--- config.mk ---
export PLATFORM = sky130hd
export DESIGN_NAME = http_response_stream_parser_core
export DESIGN_NICKNAME = d
export VERILOG_FILES = /design/src/hrsp_pkg.sv /design/src/hrsp_in_stage.sv /design/src/hrsp_parser.sv /design/src/hrsp_out_stage.sv /design/src/http_response_stream_parser_core.sv
export SDC_FILE = /design/constraint.sdc
export NUM_CORES = 1
export LEC_CHECK = 0
export BUFFER_PORTS_ARGS = -buffer_cell sky130_fd_sc_hd__buf_2
export CORE_AREA = 2 2 122 124
export CTS_CLUSTER_DIAMETER = 50
export DETAILED_ROUTE_END_ITERATION = 10
export DIE_AREA = 0 0 124 126
export PLACE_DENSITY_LB_ADDON = 0.3
export SLEW_MARGIN = 10
export SYNTH_ARGS = -nofsm -noshare
export SYNTH_HDL_FRONTEND = slang
export SYNTH_SLANG_ARGS = --single-unit
export TNS_END_PERCENT = 1
--- constraint.sdc ---
create_clock -name clk -period 4.35 [get_ports clk]
set_input_delay 1.305 -clock clk [delete_from_list [all_inputs] [get_ports clk]]
set_output_delay 1.305 -clock clk [all_outputs]
set_load 0.01 [all_outputs]
--- src/hrsp_pkg.sv ---
// Shared types, constants and helper functions for the HTTP response stream parser.
// No dependencies; every other file in src refers to this package by scoped names.

package hrsp_pkg;

  // Sizing
  localparam int SIZE_DIGITS = 4;                 // hex digits of a chunk size
  localparam int CODE_DIGITS = 3;                 // decimal digits of the status code
  localparam int CR_W        = 4 * SIZE_DIGITS;   // chunk byte counter width
  localparam int CODE_W      = 10;                // status code value width
  localparam int STAT_W      = 11;                // reported status field width
  localparam int CODE_MAX    = (CODE_DIGITS == 1) ? 9 : ((CODE_DIGITS == 2) ? 99 : 999);

  // Header match
  localparam int                  HDR_LEN    = 26;
  localparam logic [8*HDR_LEN-1:0] HDR_TEXT  = "Transfer-Encoding: chunked";
  localparam logic [4:0]          MATCH_FAIL = 5'd31;

  // Status digit counter code for "number finished"
  localparam logic [2:0] DIGITS_STOPPED = 3'd7;

  // Chunk decoding can make up to this many passes over one byte
  localparam int CHUNK_PASSES = 3;

  // Characters
  localparam logic [7:0] CH_CR   = 8'h0D;
  localparam logic [7:0] CH_LF   = 8'h0A;
  localparam logic [7:0] CH_SP   = 8'h20;
  localparam logic [7:0] CH_0    = 8'h30;
  localparam logic [7:0] CH_9    = 8'h39;
  localparam logic [7:0] CH_UA   = 8'h41;
  localparam logic [7:0] CH_UF   = 8'h46;
  localparam logic [7:0] CH_LA   = 8'h61;
  localparam logic [7:0] CH_LF_F = 8'h66;

  // Result kinds
  localparam logic [1:0] KIND_STATUS  = 2'd0;
  localparam logic [1:0] KIND_CONTENT = 2'd1;
  localparam logic [1:0] KIND_END     = 2'd2;

  // Item held in the input register
  typedef struct packed {
    logic       vld;
    logic [7:0] data;
    logic       last;
  } item_t;

  // Result produced by the parser step
  typedef struct packed {
    logic                     have;
    logic [1:0]               kind;
    logic signed [STAT_W-1:0] status;
    logic [7:0]               content_byte;
    logic                     final_res;
  } res_t;

  // Hex digit decode: {ok, value}
  function automatic logic [4:0] hex_decode(logic [7:0] b);
    logic [4:0] r;
    r = 5'd0;
    if (b >= CH_0 && b <= CH_9) begin
      r = {1'b1, 4'(b - CH_0)};
    end else if (b >= CH_UA && b <= CH_UF) begin
      r = {1'b1, 4'(b - CH_UA + 8'd10)};
    end else if (b >= CH_LA && b <= CH_LF_F) begin
      r = {1'b1, 4'(b - CH_LA + 8'd10)};
    end
    return r;
  endfunction

  // Character of the header text at a match position
  function automatic logic [7:0] hdr_char(logic [4:0] pos);
    logic [7:0] c;
    c = 8'd0;
    if (int'(pos) < HDR_LEN) begin
      c = HDR_TEXT[8*(HDR_LEN-1-int'(pos)) +: 8];
    end
    return c;
  endfunction

  // Append one hex digit to the chunk size, saturating at all ones
  function automatic logic [CR_W-1:0] size_step(logic [CR_W-1:0] cr, logic [3:0] h);
    logic [CR_W+3:0] v;
    v = {cr, h};
    if (v[CR_W+3:CR_W] != 4'd0) begin
      return {CR_W{1'b1}};
    end
    return v[CR_W-1:0];
  endfunction

endpackage

--- src/hrsp_in_stage.sv ---
// Input register of the parser: captures one byte transfer per cycle unless stalled.
// Depends on hrsp_pkg (item_t).

module hrsp_in_stage (
  input  logic          clk,
  input  logic          rst_n,
  input  logic          in_valid,
  output logic          in_stall,
  input  logic [7:0]    in_data_byte,
  input  logic          in_end_of_response,
  input  logic          room,
  output hrsp_pkg::item_t item
);

  logic       vld_r;
  logic [7:0] data_r;
  logic       last_r;

  // Hold while the held byte cannot move on
  assign in_stall = vld_r && !room;

  // Valid flag
  always_ff @(posedge clk) begin
    if (!rst_n) begin
      vld_r <= 1'b0;
    end else if (!vld_r || room) begin
      vld_r <= in_valid;
    end
  end

  // Payload
  always_ff @(posedge clk) begin
    if (in_valid && !in_stall) begin
      data_r <= in_data_byte;
      last_r <= in_end_of_response;
    end
  end

  assign item.vld  = vld_r;
  assign item.data = data_r;
  assign item.last = last_r;

endmodule

--- src/hrsp_parser.sv ---
// Parser state and combinational next-state logic: status line, header scan, body
// and chunked decoding. Depends on hrsp_pkg (item_t, res_t, constants, functions).

module hrsp_parser (
  input  logic            clk,
  input  logic            rst_n,
  input  hrsp_pkg::item_t item,
  input  logic            room,
  output hrsp_pkg::res_t  res
);

  typedef enum logic [2:0] {
    PH_VERSION, PH_CODE, PH_REASON, PH_HEADERS, PH_BODY, PH_SIZE, PH_DATA, PH_DONE
  } phase_t;

  phase_t                       phase_r, phase_nxt;
  logic [hrsp_pkg::CODE_W-1:0]  code_r, code_nxt;
  logic                         seen_r, seen_nxt;
  logic [4:0]                   hpos_r, hpos_nxt;
  logic [1:0]                   ll_r, ll_nxt;
  logic                         cronly_r, cronly_nxt;
  logic                         chunked_r, chunked_nxt;
  logic [hrsp_pkg::CR_W-1:0]    crem_r, crem_nxt;
  logic [2:0]                   dcnt_r, dcnt_nxt;

  logic       en;
  logic [7:0] b;
  logic [4:0] hx;
  logic       lf_empty;
  logic       have;
  logic [1:0] kind;
  logic [7:0] ob;
  logic [13:0] code_ext;

  assign en = item.vld && room;
  assign b  = item.data;
  assign hx = hrsp_pkg::hex_decode(item.data);
  // code * 10 + digit
  assign code_ext = ({4'd0, code_r} << 3) + ({4'd0, code_r} << 1) + {6'd0, b - hrsp_pkg::CH_0};

  // Next state and result for the held byte
  always_comb begin
    phase_t                    ph;
    logic [1:0]                ll;
    logic [hrsp_pkg::CR_W-1:0] cr;
    logic                      go;
    logic                      stat_ph;

    phase_nxt   = phase_r;
    code_nxt    = code_r;
    seen_nxt    = seen_r;
    hpos_nxt    = hpos_r;
    ll_nxt      = ll_r;
    cronly_nxt  = cronly_r;
    chunked_nxt = chunked_r;
    crem_nxt    = crem_r;
    dcnt_nxt    = dcnt_r;
    have        = 1'b0;
    kind        = hrsp_pkg::KIND_STATUS;
    ob          = 8'd0;
    lf_empty    = 1'b0;
    ph          = phase_r;
    ll          = ll_r;
    cr          = crem_r;
    go          = 1'b0;

    stat_ph = (phase_r == PH_VERSION) || (phase_r == PH_CODE) || (phase_r == PH_REASON);

    // Line tracking and header match in the status and header lines
    if (stat_ph || phase_r == PH_HEADERS) begin
      if (b == hrsp_pkg::CH_LF) begin
        lf_empty   = (ll_r == 2'd0) || (ll_r == 2'd1 && cronly_r);
        ll_nxt     = 2'd0;
        cronly_nxt = 1'b0;
        hpos_nxt   = 5'd0;
      end else begin
        if (ll_r == 2'd0) begin
          cronly_nxt = (b == hrsp_pkg::CH_CR);
        end
        if (ll_r < 2'd2) begin
          ll_nxt = ll_r + 2'd1;
        end
        if (int'(hpos_r) < hrsp_pkg::HDR_LEN) begin
          if (b == hrsp_pkg::hdr_char(hpos_r)) begin
            hpos_nxt = hpos_r + 5'd1;
            if (int'(hpos_r) == hrsp_pkg::HDR_LEN - 1) begin
              chunked_nxt = 1'b1;
            end
          end else begin
            hpos_nxt = hrsp_pkg::MATCH_FAIL;
          end
        end
      end
    end

    case (phase_r)
      PH_VERSION, PH_CODE, PH_REASON: begin
        if (b == hrsp_pkg::CH_LF) begin
          have = 1'b1;
          kind = hrsp_pkg::KIND_STATUS;
          if (lf_empty) begin
            crem_nxt  = '0;
            phase_nxt = chunked_r ? PH_SIZE : PH_BODY;
          end else begin
            phase_nxt = PH_HEADERS;
          end
        end else if (b == hrsp_pkg::CH_SP) begin
          if (phase_r == PH_VERSION) begin
            phase_nxt = PH_CODE;
          end else if (phase_r == PH_CODE) begin
            seen_nxt  = 1'b1;
            phase_nxt = PH_REASON;
          end
        end else if (phase_r == PH_CODE && dcnt_r != hrsp_pkg::DIGITS_STOPPED) begin
          // Status digits
          if (b < hrsp_pkg::CH_0 || b > hrsp_pkg::CH_9) begin
            dcnt_nxt = hrsp_pkg::DIGITS_STOPPED;
          end else if (int'(dcnt_r) < hrsp_pkg::CODE_DIGITS) begin
            code_nxt = code_ext[hrsp_pkg::CODE_W-1:0];
            dcnt_nxt = dcnt_r + 3'd1;
          end else begin
            code_nxt = hrsp_pkg::CODE_W'(hrsp_pkg::CODE_MAX);
          end
        end
      end
      PH_HEADERS: begin
        if (b == hrsp_pkg::CH_LF && lf_empty) begin
          crem_nxt  = '0;
          phase_nxt = chunked_r ? PH_SIZE : PH_BODY;
        end
      end
      PH_BODY: begin
        have = 1'b1;
        kind = hrsp_pkg::KIND_CONTENT;
        ob   = b;
      end
      PH_SIZE, PH_DATA: begin
        // Chunk decoding; a byte that ends one sub-step may start the next
        go = 1'b1;
        for (int p = 0; p < hrsp_pkg::CHUNK_PASSES; p++) begin
          if (go) begin
            go = 1'b0;
            if (ph == PH_SIZE) begin
              if (ll == 2'd0) begin
                if (hx[4]) begin
                  cr = hrsp_pkg::CR_W'(hx[3:0]);
                  ll = 2'd1;
                end
              end else if (ll == 2'd1 && hx[4]) begin
                cr = hrsp_pkg::size_step(cr, hx[3:0]);
              end else if (ll == 2'd1 && b == hrsp_pkg::CH_CR) begin
                ll = 2'd2;
              end else begin
                ll = 2'd0;
                ph = (cr == '0) ? PH_DONE : PH_DATA;
                go = (b != hrsp_pkg::CH_LF) && (cr != '0);
              end
            end else if (ph == PH_DATA) begin
              if (ll == 2'd0) begin
                have = 1'b1;
                kind = hrsp_pkg::KIND_CONTENT;
                ob   = b;
                cr   = cr - 1'b1;
                if (cr == '0) begin
                  ll = 2'd1;
                end
              end else if (ll == 2'd1 && b == hrsp_pkg::CH_CR) begin
                ll = 2'd2;
              end else begin
                ph = PH_SIZE;
                ll = 2'd0;
                go = (b != hrsp_pkg::CH_LF);
              end
            end
          end
        end
        phase_nxt = ph;
        ll_nxt    = ll;
        crem_nxt  = cr;
      end
      default: begin
        // after the zero chunk: bytes are dropped
      end
    endcase

    // Last byte of a response always yields a result
    if (item.last && !have) begin
      have = 1'b1;
      kind = ((phase_nxt == PH_VERSION) || (phase_nxt == PH_CODE) || (phase_nxt == PH_REASON))
             ? hrsp_pkg::KIND_STATUS : hrsp_pkg::KIND_END;
    end

    res.have         = en && have;
    res.kind         = kind;
    res.status       = (kind != hrsp_pkg::KIND_STATUS) ? '0 :
                       (seen_nxt ? $signed({1'b0, code_nxt}) : '1);
    res.content_byte = (kind == hrsp_pkg::KIND_CONTENT) ? ob : 8'd0;
    res.final_res    = item.last;
  end

  // State registers; the last byte returns everything to reset
  always_ff @(posedge clk) begin
    if (!rst_n || (en && item.last)) begin
      phase_r   <= PH_VERSION;
      code_r    <= '0;
      seen_r    <= 1'b0;
      hpos_r    <= 5'd0;
      ll_r      <= 2'd0;
      cronly_r  <= 1'b0;
      chunked_r <= 1'b0;
      crem_r    <= '0;
      dcnt_r    <= 3'd0;
    end else if (en) begin
      phase_r   <= phase_nxt;
      code_r    <= code_nxt;
      seen_r    <= seen_nxt;
      hpos_r    <= hpos_nxt;
      ll_r      <= ll_nxt;
      cronly_r  <= cronly_nxt;
      chunked_r <= chunked_nxt;
      crem_r    <= crem_nxt;
      dcnt_r    <= dcnt_nxt;
    end
  end

`ifndef NO_ASSERTIONS
  // Match position is a prefix length or the fail mark
  a_hpos_legal: assert property (@(posedge clk) disable iff (!rst_n)
    (int'(hpos_r) <= hrsp_pkg::HDR_LEN) || (hpos_r == hrsp_pkg::MATCH_FAIL))
    else $error("header match position out of range");

  // Digit counter stays within the status code digit count or is stopped
  a_dcnt_legal: assert property (@(posedge clk) disable iff (!rst_n)
    (int'(dcnt_r) <= hrsp_pkg::CODE_DIGITS) || (dcnt_r == hrsp_pkg::DIGITS_STOPPED))
    else $error("status digit counter out of range");

  // The last byte leaves the parser at the start of a new response
  a_last_resets: assert property (@(posedge clk) disable iff (!rst_n)
    (en && item.last) |=> (phase_r == PH_VERSION && !chunked_r && crem_r == '0))
    else $error("state not cleared after end of response");

  // Content comes only from the body phases
  a_content_phase: assert property (@(posedge clk) disable iff (!rst_n)
    (res.have && res.kind == hrsp_pkg::KIND_CONTENT) |->
      (phase_r == PH_BODY || phase_r == PH_SIZE || phase_r == PH_DATA))
    else $error("content byte outside the body");

  // A status report comes only from the status line
  a_status_phase: assert property (@(posedge clk) disable iff (!rst_n)
    (res.have && res.kind == hrsp_pkg::KIND_STATUS) |->
      (phase_r == PH_VERSION || phase_r == PH_CODE || phase_r == PH_REASON))
    else $error("status report after the status line");
`endif

endmodule

--- src/hrsp_out_stage.sv ---
// Result register of the parser; tells the upstream stages when it can take a result.
// Depends on hrsp_pkg (res_t, STAT_W).

module hrsp_out_stage (
  input  logic                               clk,
  input  logic                               rst_n,
  input  hrsp_pkg::res_t                     res,
  output logic                               room,
  output logic                               out_valid,
  input  logic                               out_stall,
  output logic [1:0]                         out_kind,
  output logic signed [hrsp_pkg::STAT_W-1:0] out_status,
  output logic [7:0]                         out_content_byte,
  output logic                               out_final_res
);

  logic                               vld_r;
  logic [1:0]                         kind_r;
  logic signed [hrsp_pkg::STAT_W-1:0] stat_r;
  logic [7:0]                         byte_r;
  logic                               fin_r;

  // Free when empty or being drained this cycle
  assign room = !vld_r || !out_stall;

  // Valid flag
  always_ff @(posedge clk) begin
    if (!rst_n) begin
      vld_r <= 1'b0;
    end else if (room) begin
      vld_r <= res.have;
    end
  end

  // Payload
  always_ff @(posedge clk) begin
    if (room && res.have) begin
      kind_r <= res.kind;
      stat_r <= res.status;
      byte_r <= res.content_byte;
      fin_r  <= res.final_res;
    end
  end

  assign out_valid        = vld_r;
  assign out_kind         = kind_r;
  assign out_status       = stat_r;
  assign out_content_byte = byte_r;
  assign out_final_res    = fin_r;

endmodule

--- src/http_response_stream_parser_core.sv ---
// Top level of the HTTP response stream parser with chunked transfer decoding.
// Depends on hrsp_pkg, hrsp_in_stage, hrsp_parser and hrsp_out_stage.
//
//  channel  | direction | handshake            | payload
//  ---------+-----------+----------------------+-----------------------------------------
//  in_      | input     | in_valid / in_stall   | data_byte[7:0], end_of_response
//  out_     | output    | out_valid / out_stall | kind[1:0], status[10:0] s,
//           |           |                      | content_byte[7:0], final_res
//
// One byte per clock while not stalled: input register, parse logic, result register.
// A byte's result (if any) goes into the result register when the byte leaves the input register.
// Synchronous active-low reset clears the parser state and both valid flags.
// out_stall holds the result register; the input register keeps taking bytes
// until it too is full, then in_stall rises.

module http_response_stream_parser_core (
  input  logic                               clk,
  input  logic                               rst_n,
  input  logic                               in_valid,
  output logic                               in_stall,
  input  logic [7:0]                         in_data_byte,
  input  logic                               in_end_of_response,
  output logic                               out_valid,
  input  logic                               out_stall,
  output logic [1:0]                         out_kind,
  output logic signed [hrsp_pkg::STAT_W-1:0] out_status,
  output logic [7:0]                         out_content_byte,
  output logic                               out_final_res
);

  hrsp_pkg::item_t item;
  hrsp_pkg::res_t  res;
  logic            room;

  hrsp_in_stage u_in (
    .clk                (clk),
    .rst_n              (rst_n),
    .in_valid           (in_valid),
    .in_stall           (in_stall),
    .in_data_byte       (in_data_byte),
    .in_end_of_response (in_end_of_response),
    .room               (room),
    .item               (item)
  );

  hrsp_parser u_parser (
    .clk   (clk),
    .rst_n (rst_n),
    .item  (item),
    .room  (room),
    .res   (res)
  );

  hrsp_out_stage u_out (
    .clk              (clk),
    .rst_n            (rst_n),
    .res              (res),
    .room             (room),
    .out_valid        (out_valid),
    .out_stall        (out_stall),
    .out_kind         (out_kind),
    .out_status       (out_status),
    .out_content_byte (out_content_byte),
    .out_final_res    (out_final_res)
  );

endmodule
==> impl_metrics.ini <==
[cells_and_area]
n_antenna_cell = 0
layout_commonest_cell = nor2_1
area_growth_pct = 11.6
final_cell_mix = nor2_1, a21oi_1, nand2_1
fin_util = 0.530
layout.nets = 970
drive_gt1_frac = 0.126

[global_routing]
antenna_found_initial = 0
overflow = 0
grt.total_usage = 0.271
grt_max_degree = 27
grt_pass1_wl_microns = 33300
grt_pass1_vias = 6331

[timing]
layout_setup_ws_ns = 0.201
fmaxAchievable_mhz = 241
hold_slack_ns = 0.456
tns_ns = 0
hold_violations = 0
maxSlewViolCount = 0
max-slew-margin-rel = 0.176
finalCriticalPeriod_ns = 4.15
rsz0062_at_grt = no
clock_skew_ns = 0.0110
setup_viol = 0
worst_pin_slew_ns = 1.24
period_share = 0.954

[power_and_ir_drop]
p_int_mw = 1.31
vdd_drop_max_v = 0.000214
powerDensity_nw_per_um2 = 244
seqPwrFrac = 0.415
p_leak_nw = 2.96
switchingPower_uw = 542
switching_share = 0.294
pwr-share-comb = 0.158
clockPowerShare = 0.427

[logic_synthesis]
synthFlopType = dfxtp_1
synth-edff-count = 31
synth.distinct_cells = 85
synth_warnings = 0
synthArstFlopShare = 0
synth_area_sq_um = 6790
syn_avg_cell_area_sq_um = 7.59
synth_nets = 946
synth_seq_area_share = 0.267
syn_inst = 895
synth-seq-cells = 75

[detailed_routing]
final_antenna_net_count = 0
vias = 7002
drt_iter0_markers = 853
drt-total-wl_microns = 20800
first_pass_iters = 7
vias_per_cell = 6.32
route.detailed.drc = 0
wl_per_cell_microns = 18.7

[worst_setup_path]
worst_setup_path_start_kind = flop
crit_arrival_ns = 4.39
required_ns = 4.59
cp-end-kind = flop
path_class = reg2reg
critPathMaxFanout = 12

[placement]
gp_congestion = 1.02
dp_slack_ns = 0.203
io_buffers = 36
dp_hpwl_microns = 15500

[hold_path]
hp-class = reg2reg

[floorplan]
die_w_microns = 124
coreArea_sq_um = 14300
num_rows = 44
die_y_microns = 126
dieArea_sq_um = 15600
initial_utilization = 0.474
num_io_pins = 37

[clocking]
cts_made_buffers = 9
insertion_delay_ns = 0.35
clock-sinks = 75
cts_tree = done
postCtsHoldBufs = 0
clkSlewWorstSetupHoldPaths_ns = 0.07
htree_levels = 3
root_buffer = clkbuf_16
cts_buffer_depth = 2

[run_status]
outcome = finished, final reports clean

[flow_run]
cap_viol_max_count = 0
==> per-stage QoR <==
stage | total power [mW] | cell area, sq um | instances
2_1_floorplan | 0.988 | 6800 | 895
3_3_place_gp | 1.06 | 7260 | 1092
4_1_cts | 1.85 | 7570 | 1108
5_1_grt | 1.93 | 7580 | 1108
3_5_place_dp | 1.07 | 7260 | 1092
6_report | 1.85 | 7580 | 1108
==> final cells by class <==
type	count	area (sq um)
timing repair buffer	75	485
clock buffer	9	225
inverter	41	154
sequential	75	1810
fill	1374	6730
tap	184	230
clock inverter	7	82.6
multi-input combinational	717	4590
==> Yosys cell counts, drive strengths merged, types with 4 or more instances <==
cell | count | area, sq um
o31ai | 12 | 118
o221ai | 7 | 61.3
inv | 41 | 154
o211ai | 7 | 52.6
a22o | 9 | 78.8
nand3 | 29 | 145
xnor2 | 23 | 209
nor4 | 5 | 31.3
a21oi | 86 | 430
nor3b | 5 | 42.5
buf | 12 | 63.8
nor2b | 16 | 100
o22ai | 6 | 37.5
nand3b | 5 | 37.5
o21a | 7 | 52.6
a21o | 8 | 60.1
dfxtp | 44 | 881
a32o | 4 | 40.0
o2bb2ai | 4 | 35.0
or2 | 5 | 31.3
fa | 6 | 120
nor3 | 35 | 191
or4 | 4 | 30.0
a31oi | 18 | 113
ha | 32 | 400
and2 | 11 | 68.8
nand2b | 7 | 43.8
xor2 | 15 | 131
edfxtp | 31 | 931
clkbuf | 50 | 188
nand2 | 80 | 300
nand4 | 8 | 50.1
or3 | 8 | 50.1
and3 | 7 | 43.8
nor2 | 101 | 387
a211oi | 15 | 113
a32oi | 8 | 70.1
o21ai | 63 | 315
==> power by group through the flow <==
stage | Sequential, mW | Combinational [mW] | Clock, mW
final | 0.767 | 0.292 | 0.789
after global routing | 0.768 | 0.323 | 0.835
after CTS | 0.766 | 0.285 | 0.802
after detailed placement | 0.781 | 0.284 | 0
after global placement | 0.781 | 0.282 | 0
after floorplan | 0.770 | 0.218 | 0
==> sequential cells by signal, summed over array words and instances, names as in the netlist, 2 cells and up <==
signal,cells
u_out.out_status,11
u_parser.hpos_r,5
u_parser.crem_r,16
u_in.data_r,8
u_parser.ll_r,2
u_parser.phase_r,3
u_out.out_kind,2
u_out.out_content_byte,8
u_parser.dcnt_r,3
u_parser.code_r,10
==> what timing repair did <==
item,4_1_cts,5_1_grt
resized for setup,0,3
setup endpoints to repair,0,6
buffers inserted,0,0
==> path summary, 6_finish.rpt <==
path,cells past startpoint,slack [ns],start,to
max,16,0.20,u_in.data_r[0],u_parser.crem_r[6]
min,2,0.46,u_parser.code_r[4],u_parser.code_r[4]
max reg2reg,16,0.20,u_in.data_r[0],u_parser.crem_r[6]
min reg2reg,2,0.46,u_parser.code_r[4],u_parser.code_r[4]
==> cells by family (layout without fill, tap and decap cells) <==
kind of cell,Yosys count,in the layout,share of synthesized area
muxes,4,4,0.00626
DFF,75,75,0.267
buffers and inverters,103,132,0.0597
and+or+nand+nor,346,346,0.257
AOI/OAI and AO/OA,291,291,0.283
adders and majority gates,38,38,0.0766
xor gates and xnor gates,38,38,0.0501
==> critical path, cell delays in order, from the launching register on <==
cell and delay (ns):
edfxtp_1 0.53, inv_1 0.13, ha_1 0.22, or4b_1 0.45, a311o_1 0.40, o21ai_0 0.09, buf_4 0.21, nand3_1 0.25
a21oi_1 0.21, a22o_1 0.28, inv_1 0.14, ha_1 0.21, and4_1 0.20, nor2b_1 0.16, xnor2_1 0.27, nand3_1 0.12
a22o_1 0.19
==> routing by layer <==
metal	vias to the layer above	share of wire	wire length, microns	track usage
met3	56	0.10	2080	0.0707
met2	398	0.43	8880	0.388
li1	3345	-	-	-
met5	-	0	0	0
met4	0	0.030	613	0.0958
met1	3203	0.44	9180	0.391
Note: power is estimated with default switching activity, not from simulation.
